## config.mk

```make
export PLATFORM = sky130hd
export DESIGN_NAME = array_list_position_insert_remove
export DESIGN_NICKNAME = d
export VERILOG_FILES = /design/src/hdl/alpi_pkg.sv /design/src/hdl/alpi_ram.sv /design/src/hdl/alpi_ctrl.sv /design/src/hdl/array_list_position_insert_remove.sv
export SDC_FILE = /design/constraint.sdc
export NUM_CORES = 2
export LEC_CHECK = 0
export BUFFER_PORTS_ARGS = -buffer_cell sky130_fd_sc_hd__buf_2
export CAP_MARGIN = 20
export CORE_MARGIN = 8
export CORE_UTILIZATION = 57
export DETAILED_ROUTE_END_ITERATION = 10
export PLACE_DENSITY = 0.76
export SYNTH_ARGS = -nofsm -noshare
export SYNTH_HDL_FRONTEND = slang
export SYNTH_SLANG_ARGS = --single-unit
export TNS_END_PERCENT = 10
```

## constraint.sdc

```tcl
create_clock -name clk -period 4.6 [get_ports clk]
set_clock_uncertainty 0.2 [all_clocks]
set_input_delay 0.92 -clock clk [delete_from_list [all_inputs] [get_ports clk]]
set_output_delay 0.92 -clock clk [all_outputs]
set_load 0.02 [all_outputs]
```

## src/hdl/alpi_pkg.sv

```systemverilog
// ----------------------------------------------------------------------------
// alpi_pkg: shared types and codes for the array-based ordered list
// Holds the request and response transaction structs, action codes, status
// codes and the default sizing constants.
// ----------------------------------------------------------------------------
package alpi_pkg;

  localparam int DEPTH_DEF      = 64;
  localparam int DATA_WIDTH_DEF = 32;

  // Action codes carried in the request
  localparam logic [3:0] ACT_READ     = 4'd0;
  localparam logic [3:0] ACT_WRITE    = 4'd1;
  localparam logic [3:0] ACT_INS_HEAD = 4'd2;
  localparam logic [3:0] ACT_INS_TAIL = 4'd3;
  localparam logic [3:0] ACT_INS_AT   = 4'd4;
  localparam logic [3:0] ACT_REM_HEAD = 4'd5;
  localparam logic [3:0] ACT_REM_TAIL = 4'd6;
  localparam logic [3:0] ACT_REM_AT   = 4'd7;
  localparam logic [3:0] ACT_CLEAR    = 4'd8;

  // Status codes returned in the response
  localparam logic [1:0] ST_OK     = 2'd0;
  localparam logic [1:0] ST_FULL   = 2'd1;
  localparam logic [1:0] ST_EMPTY  = 2'd2;
  localparam logic [1:0] ST_BADPOS = 2'd3;

  typedef struct packed {
    logic [3:0]  action;
    logic [6:0]  position;
    logic [31:0] item_value;
  } req_t;

  typedef struct packed {
    logic [31:0] result_value;
    logic [1:0]  status;
    logic [6:0]  entry_count;
  } rsp_t;

  // Finished response handed from the sequencer to the output stage
  typedef struct packed {
    logic done;
    rsp_t rsp;
  } done_t;

endpackage

```

## src/hdl/alpi_ram.sv

```systemverilog
// ----------------------------------------------------------------------------
// alpi_ram: generic simple dual-port RAM
// One write port and one read port, read data registered.
// ----------------------------------------------------------------------------
module alpi_ram #(
  parameter int WIDTH = 32,
  parameter int DEPTH = 64
) (
  input  logic                     clk,
  input  logic                     we,
  input  logic [$clog2(DEPTH)-1:0] waddr,
  input  logic [WIDTH-1:0]         wdata,
  input  logic [$clog2(DEPTH)-1:0] raddr,
  output logic [WIDTH-1:0]         rdata
);

  logic [WIDTH-1:0] mem [DEPTH];

  always_ff @(posedge clk) begin
    if (we) begin
      mem[waddr] <= wdata;
    end
    rdata <= mem[raddr];
  end

endmodule

```

## src/hdl/alpi_ctrl.sv

```systemverilog
// ----------------------------------------------------------------------------
// alpi_ctrl: request decode and shift sequencer
// Decodes a request against the entry count, then streams reads and
// write-backs through the RAM to open or close a gap, one entry per cycle.
// ----------------------------------------------------------------------------
module alpi_ctrl #(
  parameter int DEPTH      = alpi_pkg::DEPTH_DEF,
  parameter int DATA_WIDTH = alpi_pkg::DATA_WIDTH_DEF
) (
  input  logic                     clk,
  input  logic                     rst_n,
  input  logic                     in_valid,
  output logic                     in_ready,
  input  alpi_pkg::req_t           in_data,
  output alpi_pkg::done_t          done_o,
  input  logic                     ack_i,
  output logic                     ram_we,
  output logic [$clog2(DEPTH)-1:0] ram_waddr,
  output logic [DATA_WIDTH-1:0]    ram_wdata,
  output logic [$clog2(DEPTH)-1:0] ram_raddr,
  input  logic [DATA_WIDTH-1:0]    ram_rdata
);

  localparam int AW   = $clog2(DEPTH);
  localparam int CW   = $clog2(DEPTH + 1);
  localparam int PW   = (CW > 7) ? CW : 7;
  localparam int WIDE = (DATA_WIDTH > 32) ? DATA_WIDTH : 32;

  typedef enum logic [2:0] {
    S_IDLE = 3'b001,
    S_RUN  = 3'b010,
    S_WAIT = 3'b100
  } state_t;

  state_t                state_r, state_nxt;
  logic [CW-1:0]         count_r, count_nxt;
  logic [AW-1:0]         rd_addr_r, rd_addr_nxt;
  logic [CW-1:0]         rd_left_r, rd_left_nxt;
  logic                  pend_r, pend_nxt;
  logic [AW-1:0]         src_r, src_nxt;
  logic                  capture_r, capture_nxt;
  logic                  up_r, up_nxt;
  logic                  fin_r, fin_nxt;
  logic [AW-1:0]         fin_addr_r, fin_addr_nxt;
  logic [DATA_WIDTH-1:0] val_r, val_nxt;
  logic [31:0]           res_val_r, res_val_nxt;
  logic [1:0]            status_r, status_nxt;

  logic                  accept;
  logic [PW-1:0]         pos_w, cnt_w, pos_m1_w;
  logic                  pos_ok, full, empty;
  logic [AW-1:0]         pos_a, cnt_a, cm1_a;
  logic [CW-1:0]         span;
  logic [WIDE-1:0]       in_wide, rd_wide;
  logic                  issue;

  assign accept   = in_valid && in_ready;
  assign in_ready = (state_r == S_IDLE);

  assign pos_w    = PW'(in_data.position);
  assign cnt_w    = PW'(count_r);
  assign pos_ok   = (pos_w != '0) && (pos_w <= cnt_w);
  assign pos_m1_w = pos_w - PW'(1);
  assign pos_a    = pos_m1_w[AW-1:0];
  assign cnt_a    = count_r[AW-1:0];
  assign cm1_a    = cnt_a - AW'(1);
  assign span     = count_r - CW'(pos_a);
  assign full     = (count_r == CW'(DEPTH));
  assign empty    = (count_r == '0);
  assign in_wide  = WIDE'(in_data.item_value);
  assign rd_wide  = WIDE'(ram_rdata);
  assign issue    = (state_r == S_RUN) && (rd_left_r != '0);

  assign ram_raddr = rd_addr_r;

  always_comb begin
    state_nxt    = state_r;
    count_nxt    = count_r;
    rd_addr_nxt  = rd_addr_r;
    rd_left_nxt  = rd_left_r;
    pend_nxt     = 1'b0;
    src_nxt      = rd_addr_r;
    capture_nxt  = capture_r;
    up_nxt       = up_r;
    fin_nxt      = fin_r;
    fin_addr_nxt = fin_addr_r;
    val_nxt      = val_r;
    res_val_nxt  = res_val_r;
    status_nxt   = status_r;
    ram_we       = 1'b0;
    ram_waddr    = fin_addr_r;
    ram_wdata    = val_r;

    unique case (state_r)
      S_IDLE: begin
        if (accept) begin
          state_nxt   = S_RUN;
          rd_left_nxt = '0;
          capture_nxt = 1'b0;
          up_nxt      = 1'b0;
          fin_nxt     = 1'b0;
          val_nxt     = in_wide[DATA_WIDTH-1:0];
          res_val_nxt = '0;
          status_nxt  = alpi_pkg::ST_OK;
          unique case (in_data.action)
            alpi_pkg::ACT_READ: begin
              if (pos_ok) begin
                rd_addr_nxt = pos_a;
                rd_left_nxt = CW'(1);
                capture_nxt = 1'b1;
              end else begin
                status_nxt = alpi_pkg::ST_BADPOS;
              end
            end
            alpi_pkg::ACT_WRITE: begin
              if (pos_ok) begin
                fin_nxt      = 1'b1;
                fin_addr_nxt = pos_a;
              end else begin
                status_nxt = alpi_pkg::ST_BADPOS;
              end
            end
            alpi_pkg::ACT_INS_HEAD: begin
              if (full) begin
                status_nxt = alpi_pkg::ST_FULL;
              end else begin
                rd_addr_nxt  = cm1_a;
                rd_left_nxt  = count_r;
                up_nxt       = 1'b1;
                fin_nxt      = 1'b1;
                fin_addr_nxt = '0;
                count_nxt    = count_r + CW'(1);
              end
            end
            alpi_pkg::ACT_INS_TAIL: begin
              if (full) begin
                status_nxt = alpi_pkg::ST_FULL;
              end else begin
                fin_nxt      = 1'b1;
                fin_addr_nxt = cnt_a;
                count_nxt    = count_r + CW'(1);
              end
            end
            alpi_pkg::ACT_INS_AT: begin
              if (full) begin
                status_nxt = alpi_pkg::ST_FULL;
              end else if (!pos_ok) begin
                status_nxt = alpi_pkg::ST_BADPOS;
              end else begin
                rd_addr_nxt  = cm1_a;
                rd_left_nxt  = span;
                up_nxt       = 1'b1;
                fin_nxt      = 1'b1;
                fin_addr_nxt = pos_a;
                count_nxt    = count_r + CW'(1);
              end
            end
            alpi_pkg::ACT_REM_HEAD: begin
              if (empty) begin
                status_nxt = alpi_pkg::ST_EMPTY;
              end else begin
                rd_addr_nxt = '0;
                rd_left_nxt = count_r;
                capture_nxt = 1'b1;
                count_nxt   = count_r - CW'(1);
              end
            end
            alpi_pkg::ACT_REM_TAIL: begin
              if (empty) begin
                status_nxt = alpi_pkg::ST_EMPTY;
              end else begin
                rd_addr_nxt = cm1_a;
                rd_left_nxt = CW'(1);
                capture_nxt = 1'b1;
                count_nxt   = count_r - CW'(1);
              end
            end
            alpi_pkg::ACT_REM_AT: begin
              if (empty) begin
                status_nxt = alpi_pkg::ST_EMPTY;
              end else if (!pos_ok) begin
                status_nxt = alpi_pkg::ST_BADPOS;
              end else begin
                rd_addr_nxt = pos_a;
                rd_left_nxt = span;
                capture_nxt = 1'b1;
                count_nxt   = count_r - CW'(1);
              end
            end
            alpi_pkg::ACT_CLEAR: begin
              count_nxt = '0;
            end
            default: begin
            end
          endcase
        end
      end

      S_RUN: begin
        // advance the read stream
        if (issue) begin
          rd_left_nxt = rd_left_r - CW'(1);
          rd_addr_nxt = up_r ? rd_addr_r - AW'(1) : rd_addr_r + AW'(1);
          pend_nxt    = 1'b1;
        end
        // retire the read issued last cycle
        if (pend_r) begin
          if (capture_r) begin
            res_val_nxt = rd_wide[31:0];
            capture_nxt = 1'b0;
          end else begin
            ram_we    = 1'b1;
            ram_waddr = up_r ? src_r + AW'(1) : src_r - AW'(1);
            ram_wdata = ram_rdata;
          end
        end
        if (!issue && !pend_r) begin
          ram_we    = fin_r;
          state_nxt = S_WAIT;
        end
      end

      S_WAIT: begin
        if (ack_i) begin
          state_nxt = S_IDLE;
        end
      end

      default: begin
        state_nxt = S_IDLE;
      end
    endcase
  end

  always_ff @(posedge clk) begin
    if (!rst_n) begin
      state_r <= S_IDLE;
      count_r <= '0;
      pend_r  <= 1'b0;
    end else begin
      state_r <= state_nxt;
      count_r <= count_nxt;
      pend_r  <= pend_nxt;
    end
  end

  always_ff @(posedge clk) begin
    rd_addr_r  <= rd_addr_nxt;
    rd_left_r  <= rd_left_nxt;
    src_r      <= src_nxt;
    capture_r  <= capture_nxt;
    up_r       <= up_nxt;
    fin_r      <= fin_nxt;
    fin_addr_r <= fin_addr_nxt;
    val_r      <= val_nxt;
    res_val_r  <= res_val_nxt;
    status_r   <= status_nxt;
  end

  always_comb begin
    done_o                  = '0;
    done_o.done             = (state_r == S_WAIT);
    done_o.rsp.result_value = res_val_r;
    done_o.rsp.status       = status_r;
    done_o.rsp.entry_count  = 7'(count_r);
  end

`ifndef SYNTH
  a_count_bound: assert property (@(posedge clk) disable iff (!rst_n)
    count_r <= CW'(DEPTH))
    else $error("entry count above depth");

  a_we_in_run: assert property (@(posedge clk) disable iff (!rst_n)
    ram_we |-> (state_r == S_RUN))
    else $error("RAM write outside the shift sequence");

  a_done_hold: assert property (@(posedge clk) disable iff (!rst_n)
    (done_o.done && !ack_i) |=> (done_o.done && $stable(done_o.rsp)))
    else $error("finished response changed before hand-off");

  a_no_accept_busy: assert property (@(posedge clk) disable iff (!rst_n)
    pend_r |-> !in_ready)
    else $error("request accepted while a read is in flight");
`endif

endmodule

```

## src/hdl/array_list_position_insert_remove.sv

```systemverilog
// Flow: a request is decoded on acceptance, any entries that it reads are
//   streamed through the RAM one per cycle, and the response then waits in
//   the sequencer until the output register takes it. Only one transaction
//   is in flight at a time; a new request is accepted only after that hand-off.
// Reset: synchronous active-low rst_n empties the list; entry storage is not
//   cleared, since only positions below the count are ever read.
// ----------------------------------------------------------------------------
// array_list_position_insert_remove: ordered list in a RAM with a count
// Read, overwrite, insert and remove by position, head or tail, and clear.
// Rejected requests leave the list unchanged and report a status code.
// ----------------------------------------------------------------------------
module array_list_position_insert_remove #(
  parameter int DEPTH      = alpi_pkg::DEPTH_DEF,
  parameter int DATA_WIDTH = alpi_pkg::DATA_WIDTH_DEF
) (
  input  logic           clk,
  input  logic           rst_n,
  input  logic           in_valid,
  output logic           in_ready,
  input  alpi_pkg::req_t in_data,
  output logic           out_valid,
  input  logic           out_ready,
  output alpi_pkg::rsp_t out_data
);

  localparam int AW = $clog2(DEPTH);

  alpi_pkg::done_t       done;
  logic                  ack;
  logic                  ram_we;
  logic [AW-1:0]         ram_waddr;
  logic [DATA_WIDTH-1:0] ram_wdata;
  logic [AW-1:0]         ram_raddr;
  logic [DATA_WIDTH-1:0] ram_rdata;

  logic                  out_valid_r, out_valid_nxt;
  alpi_pkg::rsp_t        out_data_r, out_data_nxt;

  // Entry storage: one write and one registered read per cycle
  alpi_ram #(
    .WIDTH (DATA_WIDTH),
    .DEPTH (DEPTH)
  ) u_ram (
    .clk   (clk),
    .we    (ram_we),
    .waddr (ram_waddr),
    .wdata (ram_wdata),
    .raddr (ram_raddr),
    .rdata (ram_rdata)
  );

  // Decode and shift sequencer; owns the entry count
  alpi_ctrl #(
    .DEPTH      (DEPTH),
    .DATA_WIDTH (DATA_WIDTH)
  ) u_ctrl (
    .clk       (clk),
    .rst_n     (rst_n),
    .in_valid  (in_valid),
    .in_ready  (in_ready),
    .in_data   (in_data),
    .done_o    (done),
    .ack_i     (ack),
    .ram_we    (ram_we),
    .ram_waddr (ram_waddr),
    .ram_wdata (ram_wdata),
    .ram_raddr (ram_raddr),
    .ram_rdata (ram_rdata)
  );

  // Output register: take a finished response when the slot is empty or
  // draining this cycle, so the sequencer can return to idle and accept the
  // next transaction while this one still waits downstream.
  assign ack = done.done && (!out_valid_r || out_ready);

  always_comb begin
    out_valid_nxt = out_valid_r && !out_ready;
    out_data_nxt  = out_data_r;
    if (ack) begin
      out_valid_nxt = 1'b1;
      out_data_nxt  = done.rsp;
    end
  end

  always_ff @(posedge clk) begin
    if (!rst_n) begin
      out_valid_r <= 1'b0;
    end else begin
      out_valid_r <= out_valid_nxt;
    end
  end

  // Payload holds without reset
  always_ff @(posedge clk) begin
    out_data_r <= out_data_nxt;
  end

  assign out_valid = out_valid_r;
  assign out_data  = out_data_r;

endmodule

```

==> results_dict.tcl <==
set metrics [dict create \
    setup_viol 0 \
    clockRootBuffer "clkbuf_16" \
    peakVddDrop_mv 0.455 \
    dieWidth_um 404 \
    yosysTopAreaCellShare_pct 76.1 \
    cap_violations 0 \
    syn-num-nets 3982 \
    cts_max_level 4 \
    clkLatencyLatePin_ps 840 \
    cp.required_ps 4920 \
    finalCritPeriodShare_pct 89.7 \
    synthDistinctLibCells 73 \
    drtPass1Iterations 6 \
    critPathLaunchType "register" \
    netlist_top_cells_count "2177 x edfxtp_1, 566 x mux4_2, 149 x nand2_1" \
    fmax_ghz 0.242 \
    ys.flop_type "edfxtp_1" \
    synth.avg_cell_area_um2 22.0 \
    clock-sinks 2227 \
    holdCritPathClass "input pin to register" \
    crit_type "register to register" \
    grt_overflow 0 \
    routedWlPerCell_um 33.8 \
    synthArstFlopShare_pct 0 \
    yosysWarnings 0 \
    powerDensity_nw_per_um2 430 \
    vias 43529 \
    synth_edf_count 2177 \
    drv_slew 0 \
    hold_viol_final 0 \
    place_congestion 0.924 \
    postSynthCellCount 3902 \
    synthesis.area_um2 85900 \
    synth_largest_area_cell "edfxtp_1" \
    synth.area.top_cells "edfxtp_1 76%, mux4_2 15%, mux2i_1 1.2%" \
    yosysSeqAreaShare_pct 77.2 \
    path_max_fanout 22 \
    cellLeakagePower_nw 31.1 \
    numCtsBuffers 211 \
    postPlaceCellArea_um2 90900 \
    syn_to_final_growth_pct 13.7 \
    initial_utilization_pct 57.4 \
    post_cts_resized 0 \
    antenna_left 0 \
    portBuffers 89 \
    cts_buffer_depth 3 \
    status "finished clean" \
    io_pins 90 \
    rsz0062_at_grt "false" \
    cp_cell_sequence "inv_1 > ha_1 > nor2b_1 > o21a_1 > or3_1 > a211oi_1 > o221ai_2 > nor2_4 > buf_12" \
    slew_headroom_pct 26.2 \
    cp-end-kind "register" \
    grt_pass1_wl_um 311000 \
    drtIter0Drc 5880 \
    rows 142 \
    synth_seq_cells 2227 \
    synth.most_common_cell "edfxtp_1" \
    fillers 9131 \
    track_usage_pct 26.4 \
    slowest_delay_ps 580 \
    die_h_um 404 \
    wirelength_um 217000 \
    cp_slowest_cell "nor2_4" \
    core_area_um2 150000 \
    cts_tree "done" \
    hpwlAfterDp_um 121000 \
    fin_crit_ps 4130 \
    drc 0 \
    antenna_found_initial 4 \
    cp.arrival_ps 4440 \
    nets 4310 \
    viasPerCell 6.77 \
    dieArea_um2 163000 \
    worst_pin_slew_ps 1110 \
    clkTransAtPathRegs_ps 60 \
    stdcell_area_um2 97700 \
    layout-drive-gt1-share_pct 29.5 \
    grt_pass1_vias 43238 \
    grt_max_degree 89 \
    fin_setup_tns_ps 0 \
]
-- worst paths after layout --
| path | start | endpoint | slack [ps] | cells past startpoint |
|---|---|---|---|---|
| setup / recovery | u_ctrl.up_r$_DFFE_PP_ | u_ram.mem[4][7]$_DFFE_PP_ | 470 | 9 |
| hold / removal | in_data[5] | u_ctrl.val_r[5]$_DFFE_PP_ | 60 | 1 |
| setup reg to reg | u_ctrl.up_r$_DFFE_PP_ | u_ram.mem[4][7]$_DFFE_PP_ | 470 | 9 |
| hold reg to reg | u_ctrl.res_val_r[21]$_SDFFCE_PN0P_ | out_data[30]$_DFFE_PP_ | 220 | 0 |
-- through the flow --
stage	utilization (%)	hold WS [ps]	power, mW	setup WS (ps)	instances
after floorplan	-	149	24.4	-409	3902
after global placement	60.6	200	25.3	629	6023
after detailed placement	60.7	205	25.3	600	6025
after global routing	65.2	27.9	43.0	276	6428
after CTS	65.2	1.49	42.2	480	6427
final	65.2	60.1	42.0	474	6430
-- cell type report --
| class | instances | area, µm² | area share, % |
|---|---|---|---|
| timing repair buffer | 320 | 2990 | 3.06 |
| multi-input combinational | 1443 | 19000 | 19.4 |
| clock buffer | 268 | 5620 | 5.75 |
| sequential | 2227 | 66400 | 67.9 |
| clock inverter | 127 | 1130 | 1.16 |
| tap | 2016 | 2520 | 2.58 |
| inverter | 27 | 101 | 0.104 |
| antenna | 2 | 5.00 | 0.00512 |
-- logic make-up (layout without fill, tap and decap cells) --
logic type               after synthesis  in the layout  share of synthesized area [%]
other                                  0              2                              0
XOR/XNOR                              26             26                          0.265
buffers and inverters                232            742                           1.27
multiplexers                         673            673                           16.1
flip-flops                          2227           2227                           77.2
adder cells (fa/ha/maj)               33             33                          0.515
AND/OR/NAND/NOR                      422            422                           2.36
AO/OA/AOI/OAI                        289            289                           2.27
-- metal layers --
layer  share of wire (%)  vias up  track usage (%)  wire [µm]
met2                  48     3259             41.7     104000
met1                  37    22704             36.4      79700
met5              0.0060        -                0         13
met4                 4.3        2             10.2       9300
met3                  11      445             6.03      24400
li1                    -    17119                -          -
-- report_power, final --
| group | switching, mW | leakage, nW | total, mW | internal, mW |
|---|---|---|---|---|
| logic | 1.52 | 7.77 | 2.43 | 0.913 |
| registers | 0.0955 | 20.0 | 22.6 | 22.5 |
| clock network | 7.42 | 3.30 | 17.0 | 9.61 |
-- layout by cell type (no fill, tap or decap), types with 37 or more instances in the layout --
| cell | instances |
|---|---|
| mux4_2 | 566 |
| clkbuf_16 | 215 |
| o22ai_1 | 57 |
| nor2_1 | 53 |
| o21ai_0 | 55 |
| and2_1 | 40 |
| buf_2 | 89 |
| clkbuf_1 | 49 |
| edfxtp_1 | 2177 |
| buf_4 | 160 |
| mux2i_1 | 105 |
| clkinv_1 | 43 |
| a22oi_1 | 39 |
| clkinv_2 | 43 |
| nand3_1 | 37 |
| nand2_1 | 117 |
| dfxtp_1 | 50 |
| nor3_2 | 40 |
| buf_12 | 61 |
-- what timing repair did --
action / in CTS / in global routing
hold endpoints to repair: 7 / 0
setup buffers: 0 / 0
setup endpoints to repair: 0 / 0
hold buffers: 7 / 0
-- flip-flops by register name (all words and copies together), names as in the netlist, 6 cells and up --
register,count
u_ctrl.fin_addr_r,6
u_ctrl.src_r,6
u_ctrl.rd_left_r,7
u_ctrl.ram_raddr,6
out_data,41
u_ctrl.res_val_r,32
u_ram.rdata,32
u_ram.mem,2048
u_ctrl.cnt_w,7
u_ctrl.val_r,32
-- worst max-delay path: cells and delay by family, from the launching register on --
| kind | cells | cell delay, ps |
|---|---|---|
| AO/OA/AOI/OAI | 3 | 1070 |
| buffers and inverters | 2 | 480 |
| adder cells (fa/ha/maj) | 1 | 370 |
| flip-flops | 1 | 570 |
| AND/OR/NAND/NOR | 3 | 1070 |
Power figures use the tool's default switching activity.
